### src/rtl/core/bsap_pkg.sv
`timescale 1ns / 1ps
`default_nettype none
// ----------------------------------------------------------------------------
// bsap_pkg: shared types and constants of the bulk string array parser
// Result kinds, error codes, marker bytes and the result record that the
// parse stage hands to the output register.
// ----------------------------------------------------------------------------
package bsap_pkg;

	localparam int ArgIdxW  = 10;
	localparam int ByteIdxW = 29;

	typedef enum logic [1:0] {
		KIND_BYTE  = 2'd0,
		KIND_END   = 2'd1,
		KIND_EMPTY = 2'd2,
		KIND_ERROR = 2'd3
	} kind_t;

	typedef enum logic [2:0] {
		ERR_NO_ARRAY = 3'd0,
		ERR_NO_BULK  = 3'd1,
		ERR_BAD_NUM  = 3'd2,
		ERR_RANGE    = 3'd3,
		ERR_NO_CRLF  = 3'd4
	} err_t;

	localparam logic [7:0] CHR_STAR  = 8'h2A;
	localparam logic [7:0] CHR_DOLL  = 8'h24;
	localparam logic [7:0] CHR_MINUS = 8'h2D;
	localparam logic [7:0] CHR_ZERO  = 8'h30;
	localparam logic [7:0] CHR_NINE  = 8'h39;
	localparam logic [7:0] CHR_CR    = 8'h0D;
	localparam logic [7:0] CHR_LF    = 8'h0A;

	typedef struct packed {
		logic                valid;
		kind_t               kind;
		logic [7:0]          arg_byte;
		logic [ArgIdxW-1:0]  arg_index;
		logic [ByteIdxW-1:0] byte_index;
		logic                last_arg;
		err_t                error_code;
	} result_t;

endpackage
`default_nettype wire

### src/rtl/core/bsap_parser.sv
`timescale 1ns / 1ps
`default_nettype none
// ----------------------------------------------------------------------------
// bsap_parser: parse state machine
// Holds phase, number accumulator and argument counters; decodes one byte
// per fire and presents the result of that byte combinationally.
// ----------------------------------------------------------------------------
module bsap_parser
	import bsap_pkg::*;
#(
	parameter int MAX_ARGS     = 1024,
	parameter int MAX_BULK_LEN = 536870912
) (
	input  wire logic       clk,
	input  wire logic       arst_n,
	input  wire logic       fire,
	input  wire logic [7:0] data_byte,
	input  wire logic       restart,
	output result_t         rslt
);

	localparam int CNT_W = $clog2(MAX_ARGS + 1);
	localparam int LEN_W = $clog2(MAX_BULK_LEN + 1);
	localparam int ACC_W = (CNT_W > LEN_W) ? CNT_W : LEN_W;
	localparam int VAL_W = ACC_W + 4;
	localparam logic [VAL_W-1:0] ARGS_LIM = VAL_W'(MAX_ARGS);
	localparam logic [VAL_W-1:0] LEN_LIM  = VAL_W'(MAX_BULK_LEN);

	typedef enum logic [3:0] {
		PH_START, PH_COUNT, PH_COUNT_LF, PH_MARK, PH_LEN,
		PH_LEN_LF, PH_DATA, PH_DATA_LF, PH_FAILED
	} phase_t;

	phase_t             phase_q,    phase_n;
	logic [ACC_W-1:0]   acc_q,      acc_n;
	logic               neg_q,      neg_n;
	logic               seen_q,     seen_n;
	logic [CNT_W-1:0]   exp_q,      exp_n;
	logic [CNT_W-1:0]   rcv_q,      rcv_n;
	logic [LEN_W-1:0]   blen_q,     blen_n;
	logic [LEN_W-1:0]   bseen_q,    bseen_n;

	logic [VAL_W-1:0]   num_val;
	logic [VAL_W-1:0]   num_lim;
	logic               is_digit;
	logic               num_err;
	err_t               num_code;
	logic [CNT_W:0]     rcv_inc;

	// acc*10 + digit as shift-add
	assign is_digit = (data_byte >= CHR_ZERO) && (data_byte <= CHR_NINE);
	assign num_val  = (VAL_W'(acc_q) << 3) + (VAL_W'(acc_q) << 1)
		+ VAL_W'(data_byte[3:0]);
	assign num_lim  = (phase_q == PH_COUNT) ? ARGS_LIM : LEN_LIM;
	assign rcv_inc  = {1'b0, rcv_q} + (CNT_W + 1)'(1);

	always_comb begin
		phase_n  = phase_q;
		acc_n    = acc_q;
		neg_n    = neg_q;
		seen_n   = seen_q;
		exp_n    = exp_q;
		rcv_n    = rcv_q;
		blen_n   = blen_q;
		bseen_n  = bseen_q;
		num_err  = 1'b0;
		num_code = ERR_BAD_NUM;

		rslt            = '0;
		rslt.kind       = KIND_BYTE;
		rslt.error_code = ERR_NO_ARRAY;

		// number line byte, shared by count and length; only on number lines
		if (phase_q == PH_COUNT || phase_q == PH_LEN) begin
			if (data_byte == CHR_MINUS) begin
				if (seen_q || neg_q) begin
					num_err = 1'b1;
				end else begin
					neg_n = 1'b1;
				end
			end else if (is_digit) begin
				if ((neg_q && num_val != '0) || num_val > num_lim) begin
					num_err  = 1'b1;
					num_code = ERR_RANGE;
				end else begin
					acc_n  = num_val[ACC_W-1:0];
					seen_n = 1'b1;
				end
			end else if (data_byte == CHR_CR) begin
				if (!seen_q) begin
					num_err = 1'b1;
				end else begin
					phase_n = (phase_q == PH_COUNT) ? PH_COUNT_LF : PH_LEN_LF;
				end
			end else begin
				num_err = 1'b1;
			end
		end

		if (restart) begin
			phase_n = PH_START;
			acc_n   = '0;
			neg_n   = 1'b0;
			seen_n  = 1'b0;
			exp_n   = '0;
			rcv_n   = '0;
			blen_n  = '0;
			bseen_n = '0;
		end else begin
			unique case (phase_q)
				PH_START: begin
					if (data_byte != CHR_STAR) begin
						rslt.valid      = 1'b1;
						rslt.kind       = KIND_ERROR;
						rslt.error_code = ERR_NO_ARRAY;
						phase_n         = PH_FAILED;
					end else begin
						acc_n   = '0;
						neg_n   = 1'b0;
						seen_n  = 1'b0;
						phase_n = PH_COUNT;
					end
				end
				PH_COUNT, PH_LEN: begin
					if (num_err) begin
						rslt.valid      = 1'b1;
						rslt.kind       = KIND_ERROR;
						rslt.error_code = num_code;
						phase_n         = PH_FAILED;
					end
				end
				PH_COUNT_LF: begin
					if (data_byte != CHR_LF) begin
						rslt.valid      = 1'b1;
						rslt.kind       = KIND_ERROR;
						rslt.error_code = ERR_NO_CRLF;
						phase_n         = PH_FAILED;
					end else if (acc_q == '0) begin
						rcv_n      = '0;
						exp_n      = '0;
						phase_n    = PH_START;
						rslt.valid = 1'b1;
						rslt.kind  = KIND_EMPTY;
					end else begin
						rcv_n   = '0;
						exp_n   = acc_q[CNT_W-1:0];
						phase_n = PH_MARK;
					end
				end
				PH_MARK: begin
					if (data_byte != CHR_DOLL) begin
						rslt.valid      = 1'b1;
						rslt.kind       = KIND_ERROR;
						rslt.error_code = ERR_NO_BULK;
						phase_n         = PH_FAILED;
					end else begin
						acc_n   = '0;
						neg_n   = 1'b0;
						seen_n  = 1'b0;
						phase_n = PH_LEN;
					end
				end
				PH_LEN_LF: begin
					if (data_byte != CHR_LF) begin
						rslt.valid      = 1'b1;
						rslt.kind       = KIND_ERROR;
						rslt.error_code = ERR_NO_CRLF;
						phase_n         = PH_FAILED;
					end else begin
						blen_n  = acc_q[LEN_W-1:0];
						bseen_n = '0;
						phase_n = PH_DATA;
					end
				end
				PH_DATA: begin
					if (bseen_q < blen_q) begin
						bseen_n         = bseen_q + LEN_W'(1);
						rslt.valid      = 1'b1;
						rslt.kind       = KIND_BYTE;
						rslt.arg_byte   = data_byte;
						rslt.arg_index  = ArgIdxW'(rcv_q);
						rslt.byte_index = ByteIdxW'(bseen_q);
					end else if (data_byte != CHR_CR) begin
						rslt.valid      = 1'b1;
						rslt.kind       = KIND_ERROR;
						rslt.error_code = ERR_NO_CRLF;
						phase_n         = PH_FAILED;
					end else begin
						phase_n = PH_DATA_LF;
					end
				end
				PH_DATA_LF: begin
					if (data_byte != CHR_LF) begin
						rslt.valid      = 1'b1;
						rslt.kind       = KIND_ERROR;
						rslt.error_code = ERR_NO_CRLF;
						phase_n         = PH_FAILED;
					end else begin
						rslt.valid     = 1'b1;
						rslt.kind      = KIND_END;
						rslt.arg_index = ArgIdxW'(rcv_q);
						if (rcv_inc >= {1'b0, exp_q}) begin
							// command complete: back to start, counts cleared
							rslt.last_arg = 1'b1;
							phase_n       = PH_START;
							acc_n         = '0;
							neg_n         = 1'b0;
							seen_n        = 1'b0;
							exp_n         = '0;
							rcv_n         = '0;
							blen_n        = '0;
							bseen_n       = '0;
						end else begin
							rcv_n   = rcv_inc[CNT_W-1:0];
							phase_n = PH_MARK;
						end
					end
				end
				default: begin
					phase_n = PH_FAILED;
				end
			endcase
		end
	end

	always_ff @(posedge clk or negedge arst_n) begin
		if (!arst_n) begin
			phase_q <= PH_START;
			acc_q   <= '0;
			neg_q   <= 1'b0;
			seen_q  <= 1'b0;
			exp_q   <= '0;
			rcv_q   <= '0;
			blen_q  <= '0;
			bseen_q <= '0;
		end else if (fire) begin
			phase_q <= phase_n;
			acc_q   <= acc_n;
			neg_q   <= neg_n;
			seen_q  <= seen_n;
			exp_q   <= exp_n;
			rcv_q   <= rcv_n;
			blen_q  <= blen_n;
			bseen_q <= bseen_n;
		end
	end

endmodule
`default_nettype wire

### src/rtl/core/bulk_string_array_parser.sv
`timescale 1ns / 1ps
`default_nettype none
// ----------------------------------------------------------------------------
// bulk_string_array_parser: command stream parser, one byte per beat
// Parses '*' count CRLF then per argument '$' length CRLF data CRLF and
// reports data bytes with their positions, argument ends and errors.
// ----------------------------------------------------------------------------
//
//  channel  | handshake            | payload
//  ---------+----------------------+--------------------------------------------
//  cmd      | cmd_valid, cmd_stall | data_byte, restart
//  res      | res_valid, res_stall | kind, arg_byte, arg_index, byte_index,
//           |                      | last_arg, error_code
//
//  Each byte passes through the input register (_s1), then the parse state
//  machine and the result register (_s2). One beat per cycle unless stalled.
//  A byte that yields no result (markers, digits, CRLF) still passes through
//  but produces no res beat.
//  Reset puts the parser at start, waiting for '*', with all counts cleared.
//  res_stall holds a full result register; the input register then holds
//  too, and cmd_stall rises only while it holds a byte that cannot move on.
//  After an error the parser drops every byte until one arrives with restart.
//
module bulk_string_array_parser
	import bsap_pkg::*;
#(
	parameter int MAX_ARGS     = 1024,
	parameter int MAX_BULK_LEN = 536870912
) (
	input  wire logic                clk,
	input  wire logic                arst_n,
	// command byte stream
	input  wire logic                cmd_valid,
	output      logic                cmd_stall,
	input  wire logic [7:0]          data_byte,
	input  wire logic                restart,
	// parse results
	output      logic                res_valid,
	input  wire logic                res_stall,
	output      logic [1:0]          kind,
	output      logic [7:0]          arg_byte,
	output      logic [ArgIdxW-1:0]  arg_index,
	output      logic [ByteIdxW-1:0] byte_index,
	output      logic                last_arg,
	output      logic [2:0]          error_code
);

	logic       valid_s1;
	logic [7:0] byte_s1;
	logic       restart_s1;

	logic       advance;
	logic       fire;
	result_t    rslt;

	logic       valid_s2;
	result_t    rslt_s2;

	// result register free, or being drained this cycle
	assign advance   = !valid_s2 || !res_stall;
	assign fire      = valid_s1 && advance;
	assign cmd_stall = valid_s1 && !advance;

	// input register
	always_ff @(posedge clk or negedge arst_n) begin
		if (!arst_n) begin
			valid_s1 <= 1'b0;
		end else if (!cmd_stall) begin
			valid_s1 <= cmd_valid;
		end
	end

	always_ff @(posedge clk) begin
		if (!cmd_stall) begin
			byte_s1    <= data_byte;
			restart_s1 <= restart;
		end
	end

	bsap_parser #(
		.MAX_ARGS     (MAX_ARGS),
		.MAX_BULK_LEN (MAX_BULK_LEN)
	) u_parser (
		.clk       (clk),
		.arst_n    (arst_n),
		.fire      (fire),
		.data_byte (byte_s1),
		.restart   (restart_s1),
		.rslt      (rslt)
	);

	// result register
	always_ff @(posedge clk or negedge arst_n) begin
		if (!arst_n) begin
			valid_s2 <= 1'b0;
		end else if (advance) begin
			valid_s2 <= fire && rslt.valid;
		end
	end

	always_ff @(posedge clk) begin
		if (advance) begin
			rslt_s2 <= rslt;
		end
	end

	assign res_valid  = valid_s2;
	assign kind       = rslt_s2.kind;
	assign arg_byte   = rslt_s2.arg_byte;
	assign arg_index  = rslt_s2.arg_index;
	assign byte_index = rslt_s2.byte_index;
	assign last_arg   = rslt_s2.last_arg;
	assign error_code = rslt_s2.error_code;

endmodule
`default_nettype wire

### config.mk
export PLATFORM = sky130hd
export DESIGN_NAME = bulk_string_array_parser
export DESIGN_NICKNAME = d
export VERILOG_FILES = /design/src/rtl/core/bsap_pkg.sv /design/src/rtl/core/bsap_parser.sv /design/src/rtl/core/bulk_string_array_parser.sv
export SDC_FILE = /design/constraint.sdc
export NUM_CORES = 1
export LEC_CHECK = 0
export BUFFER_PORTS_ARGS = -buffer_cell sky130_fd_sc_hd__buf_2
export CORE_MARGIN = 3
export CORE_UTILIZATION = 60
export CTS_CLUSTER_SIZE = 10
export DETAILED_ROUTE_END_ITERATION = 12
export GPL_ROUTABILITY_DRIVEN = 0
export PLACE_DENSITY = 0.85
export SLEW_MARGIN = 15
export SYNTH_ARGS = -nofsm -noshare
export SYNTH_HDL_FRONTEND = slang
export SYNTH_SLANG_ARGS = --single-unit
### constraint.sdc
create_clock -name clk -period 8.3 [get_ports clk]
set_clock_uncertainty 0.05 [all_clocks]
set_input_delay 1.66 -clock clk [delete_from_list [all_inputs] [get_ports clk]]
set_output_delay 1.66 -clock clk [all_outputs]
set_load 0.005 [all_outputs]
==> impl_summary.log <==
INFO  metric globalRouteOverflowTotal = 0
INFO  metric die_x = 143 um
INFO  metric power.leakage = 5.70 nW
INFO  metric setup-violations-final = 0
INFO  metric cts-resized-gates = 0
INFO  metric synth_seq_cells = 182
INFO  metric timing.hold.worst.class = reg2reg
INFO  metric timing.setup.tns = 0 ps
INFO  metric area.sequential = 4860 um^2
INFO  metric htree_levels = 4
INFO  metric hold_viol = 0
INFO  metric cts.clk_slew.worst_paths = 70 ps
INFO  metric synth_top_cell_area_share = 0.266
INFO  metric timing.max_cap.violations = 0
INFO  metric worstMarginPinSlew = 1130 ps
INFO  metric layout.cell_area.non_filler = 12400 um^2
INFO  metric worstSkewPairLatency = between 400 and 500 ps
INFO  metric fp-row-count = 49
INFO  metric critical_path_peak_fanout = 29
INFO  metric vias_in_the_first_global_route = roughly 9000
INFO  metric grtUsageMet1 = 0.367
INFO  metric worst-endpoint-required = around 8600 ps
INFO  metric grt_setup_unrepaired = false
INFO  metric critical_path_arrival = 5380 ps
INFO  metric cts_buffers = 17
INFO  metric core-area = 18200 um^2
INFO  metric maximum_root_to_sink_buffer_count = 2
INFO  metric maxSlewViolCount = 0
INFO  metric synth.cells.most_frequent = 120 x dfrtp_1, 120 x nand2_1, 103 x ha_1
INFO  metric final_min_period_over_clock_period = 0.616
INFO  metric netSwitchingPower = between 500 and 600 uW
INFO  metric outcome = complete, no violations
INFO  metric final_layout_size_suffix_gt1_frac = 0.0988
INFO  metric crit_type = reg2reg
INFO  metric final_net_count = 1350
INFO  metric synthDominantAreaCellType = dfrtp_1
INFO  metric fillers = 1360
INFO  metric cts_tree = yes
INFO  metric routed_wire_length_per_instance = 18.0 um
INFO  metric cts-hold-fix-buffers = 0
INFO  metric slew_headroom = 0.242
INFO  metric final_period_minus_worst_setup_slack = ~5100 ps
INFO  metric vdd_drop_max = 0.000151 V
INFO  metric r2r_start = byte_s1[3]
INFO  metric firstDrtPassIters = 6
INFO  metric synth_edf_count = 62
INFO  metric p_seq_frac = 0.497
INFO  metric grt_use_total = 0.263
INFO  metric hold_path_startpoint = u_parser.exp_q[8]
INFO  metric cp-end-kind = flop
INFO  metric die_height = 143 um
INFO  metric setup.worst_path.start_class = flop
INFO  metric synth_async_sr_flop_share = 0.659
INFO  metric floorplan.die_area = 20500 um^2
INFO  metric synth_area_per_cell = 9.53 um^2
INFO  metric drt.antenna.violating_nets = 0
INFO  metric power_switching_share = 0.278
INFO  metric routed_wl = 26500 um
INFO  metric detail_route.vias_per_cell = 6.45
INFO  metric maximum_number_of_pins_on_one_net_before_global_route_repair = 74
INFO  metric synth-seq-area-share = 0.431
INFO  metric clock_tree.root_cell = clkbuf_16
INFO  metric fmaxAchievable = 196 MHz
INFO  metric post-route-worst-setup-slack = 3190 ps
INFO  metric synthCells = 1185
INFO  metric grt_first_pass_wirelength = 43800 um
INFO  metric combinationalPowerShare = 0.117
INFO  metric post-route-util = 0.678
INFO  metric syn-num-nets = 1303
INFO  metric antennaDiodeCount = 0
INFO  metric count_of_synthesis_stage_warnings_from_yosys = 0
INFO  metric busiest_layer_in_global_routing = met2
INFO  metric postCtsSetupRepairBufs = 0
INFO  metric flow.area_growth_from_synthesis = 9.35%
INFO  metric placedInstanceArea = 11800 um^2
INFO  metric cellInternalPower = 1.51 mW
INFO  metric global_route.usage.met2 = 0.420
INFO  metric worstSetupStartpoint = byte_s1[3]
INFO  metric synth.lib_cells_used.distinct = 71
INFO  metric post_synth_main_area_contributors = dfrtp_1 27%, edfxtp_1 16%, ha_1 11%
INFO  metric initial_core_utilization = 0.620
INFO  metric drcViolationCount = 0
INFO  metric num_vias = 9506
INFO  metric globalRouteMet3Util = 0.0519
INFO  metric detail_route.iter0.violations = 938
INFO  metric ys_dominant_reg_cell = dfrtp_1
INFO  metric pwr-share-clk = 0.385
INFO  metric dpl_worst_slack = 3320 ps
INFO  metric multiInputGateArea = between 6000 and 7000 um^2
INFO  metric antenna_violations_before_repair = 0
INFO  metric detailedPlacementHpwl = 19500 um
INFO  metric cts_sinks = 182
INFO  metric power_density = about 170 nW/um^2
INFO  metric io_pins = between 60 and 70
INFO  metric synth.cell_area = 11300 um^2
INFO  metric port-buffer-count = 67
final timing paths:
path	slack, ps	to	cells past startpoint
min	440	u_parser.exp_q[8]	2
max reg2reg	3190	u_parser.acc_q[14]	13
min reg2reg	440	u_parser.exp_q[8]	2
max	3190	u_parser.acc_q[14]	13
max in group asynchronous	5670	u_parser.blen_q[29]	2
min in group asynchronous	1200	u_parser.rcv_q[2]	1
power groups by stage:
stage / sequential, mW / clock (mW) / combinational (mW)
after global routing: 1.05 / 0.856 / 0.272
after detailed placement: 1.06 / 0 / 0.242
after floorplan: 1.05 / 0 / 0.148
final: 1.04 / 0.807 / 0.246
after global placement: 1.06 / 0 / 0.236
after CTS: 1.04 / 0.814 / 0.244
stage by stage:
step                      hold WS (ps)  instances  power (mW)
after floorplan                    400       1185        1.20
after global placement             413       1442        1.29
after detailed placement           422       1442        1.30
after CTS                          438       1474        2.10
after global routing               475       1474        2.18
final                              439       1474        2.10
final cells by class:
class,count,share of cell area
repair buffers,73,0.0310
multi-input cells,901,0.487
clock inverters,14,0.0130
clock buffers,18,0.0347
inverters,57,0.0173
flip-flops and latches,182,0.394
well taps,229,0.0232
layout by cell type (no fill, tap or decap), types with 19 or more instances in the layout:
| master | synthesis | final |
|---|---|---|
| xnor2_1 | 26 | 26 |
| nand3_1 | 50 | 50 |
| nor2_1 | 67 | 66 |
| a21oi_1 | 68 | 68 |
| dfrtp_1 | 120 | 120 |
| nand4_1 | 21 | 21 |
| buf_2 | 8 | 66 |
| o21ai_0 | 96 | 96 |
| inv_1 | 57 | 57 |
| ha_1 | 103 | 103 |
| a21o_1 | 31 | 31 |
| and2_1 | 49 | 49 |
| nand2_1 | 120 | 119 |
| a22o_1 | 22 | 22 |
| edfxtp_1 | 62 | 62 |
| nor4_1 | 19 | 19 |
| nor3_1 | 26 | 26 |
layer usage:
layer	wire length, um	up-vias	share of wire
li1	-	4471	-
met1	11600	4514	0.44
met2	12400	449	0.47
met3	1960	72	0.074
met4	604	0	0.023
met5	0	-	0
sequential cells by signal, summed over array words and instances, names as in the netlist:
signal	flops
u_parser.blen_q	30
u_parser.neg_q	1
u_parser.seen_q	1
valid_s1	1
arg_index	10
u_parser.rcv_q	11
arg_byte	8
last_arg	1
u_parser.bseen_q	30
byte_s1	8
u_parser.phase_q	4
u_parser.acc_q	30
byte_index	29
kind	2
error_code	3
u_parser.exp_q	11
res_valid	1
restart_s1	1
cells by family (layout without fill, tap and decap cells):
family,count (synthesis),count (layout),share of synthesized area
AND/OR/NAND/NOR,425,425,0.190
AO/OA/AOI/OAI,330,330,0.192
flip-flops,182,182,0.431
adder cells (fa/ha/maj),105,105,0.118
buffers and inverters,102,162,0.0381
XOR/XNOR,41,41,0.0318
critical path, stage by stage (launching register included):
cell,delay [ps]
edfxtp_1,500
fa_1,570
fa_1,500
a211oi_2,320
o21ai_2,150
a221oi_4,320
o221ai_1,200
xor2_1,200
or4b_1,520
nor4_1,300
a22oi_1,230
nor4_1,400
o21ai_2,380
a22o_1,360
(Power assumes the default switching activity.)
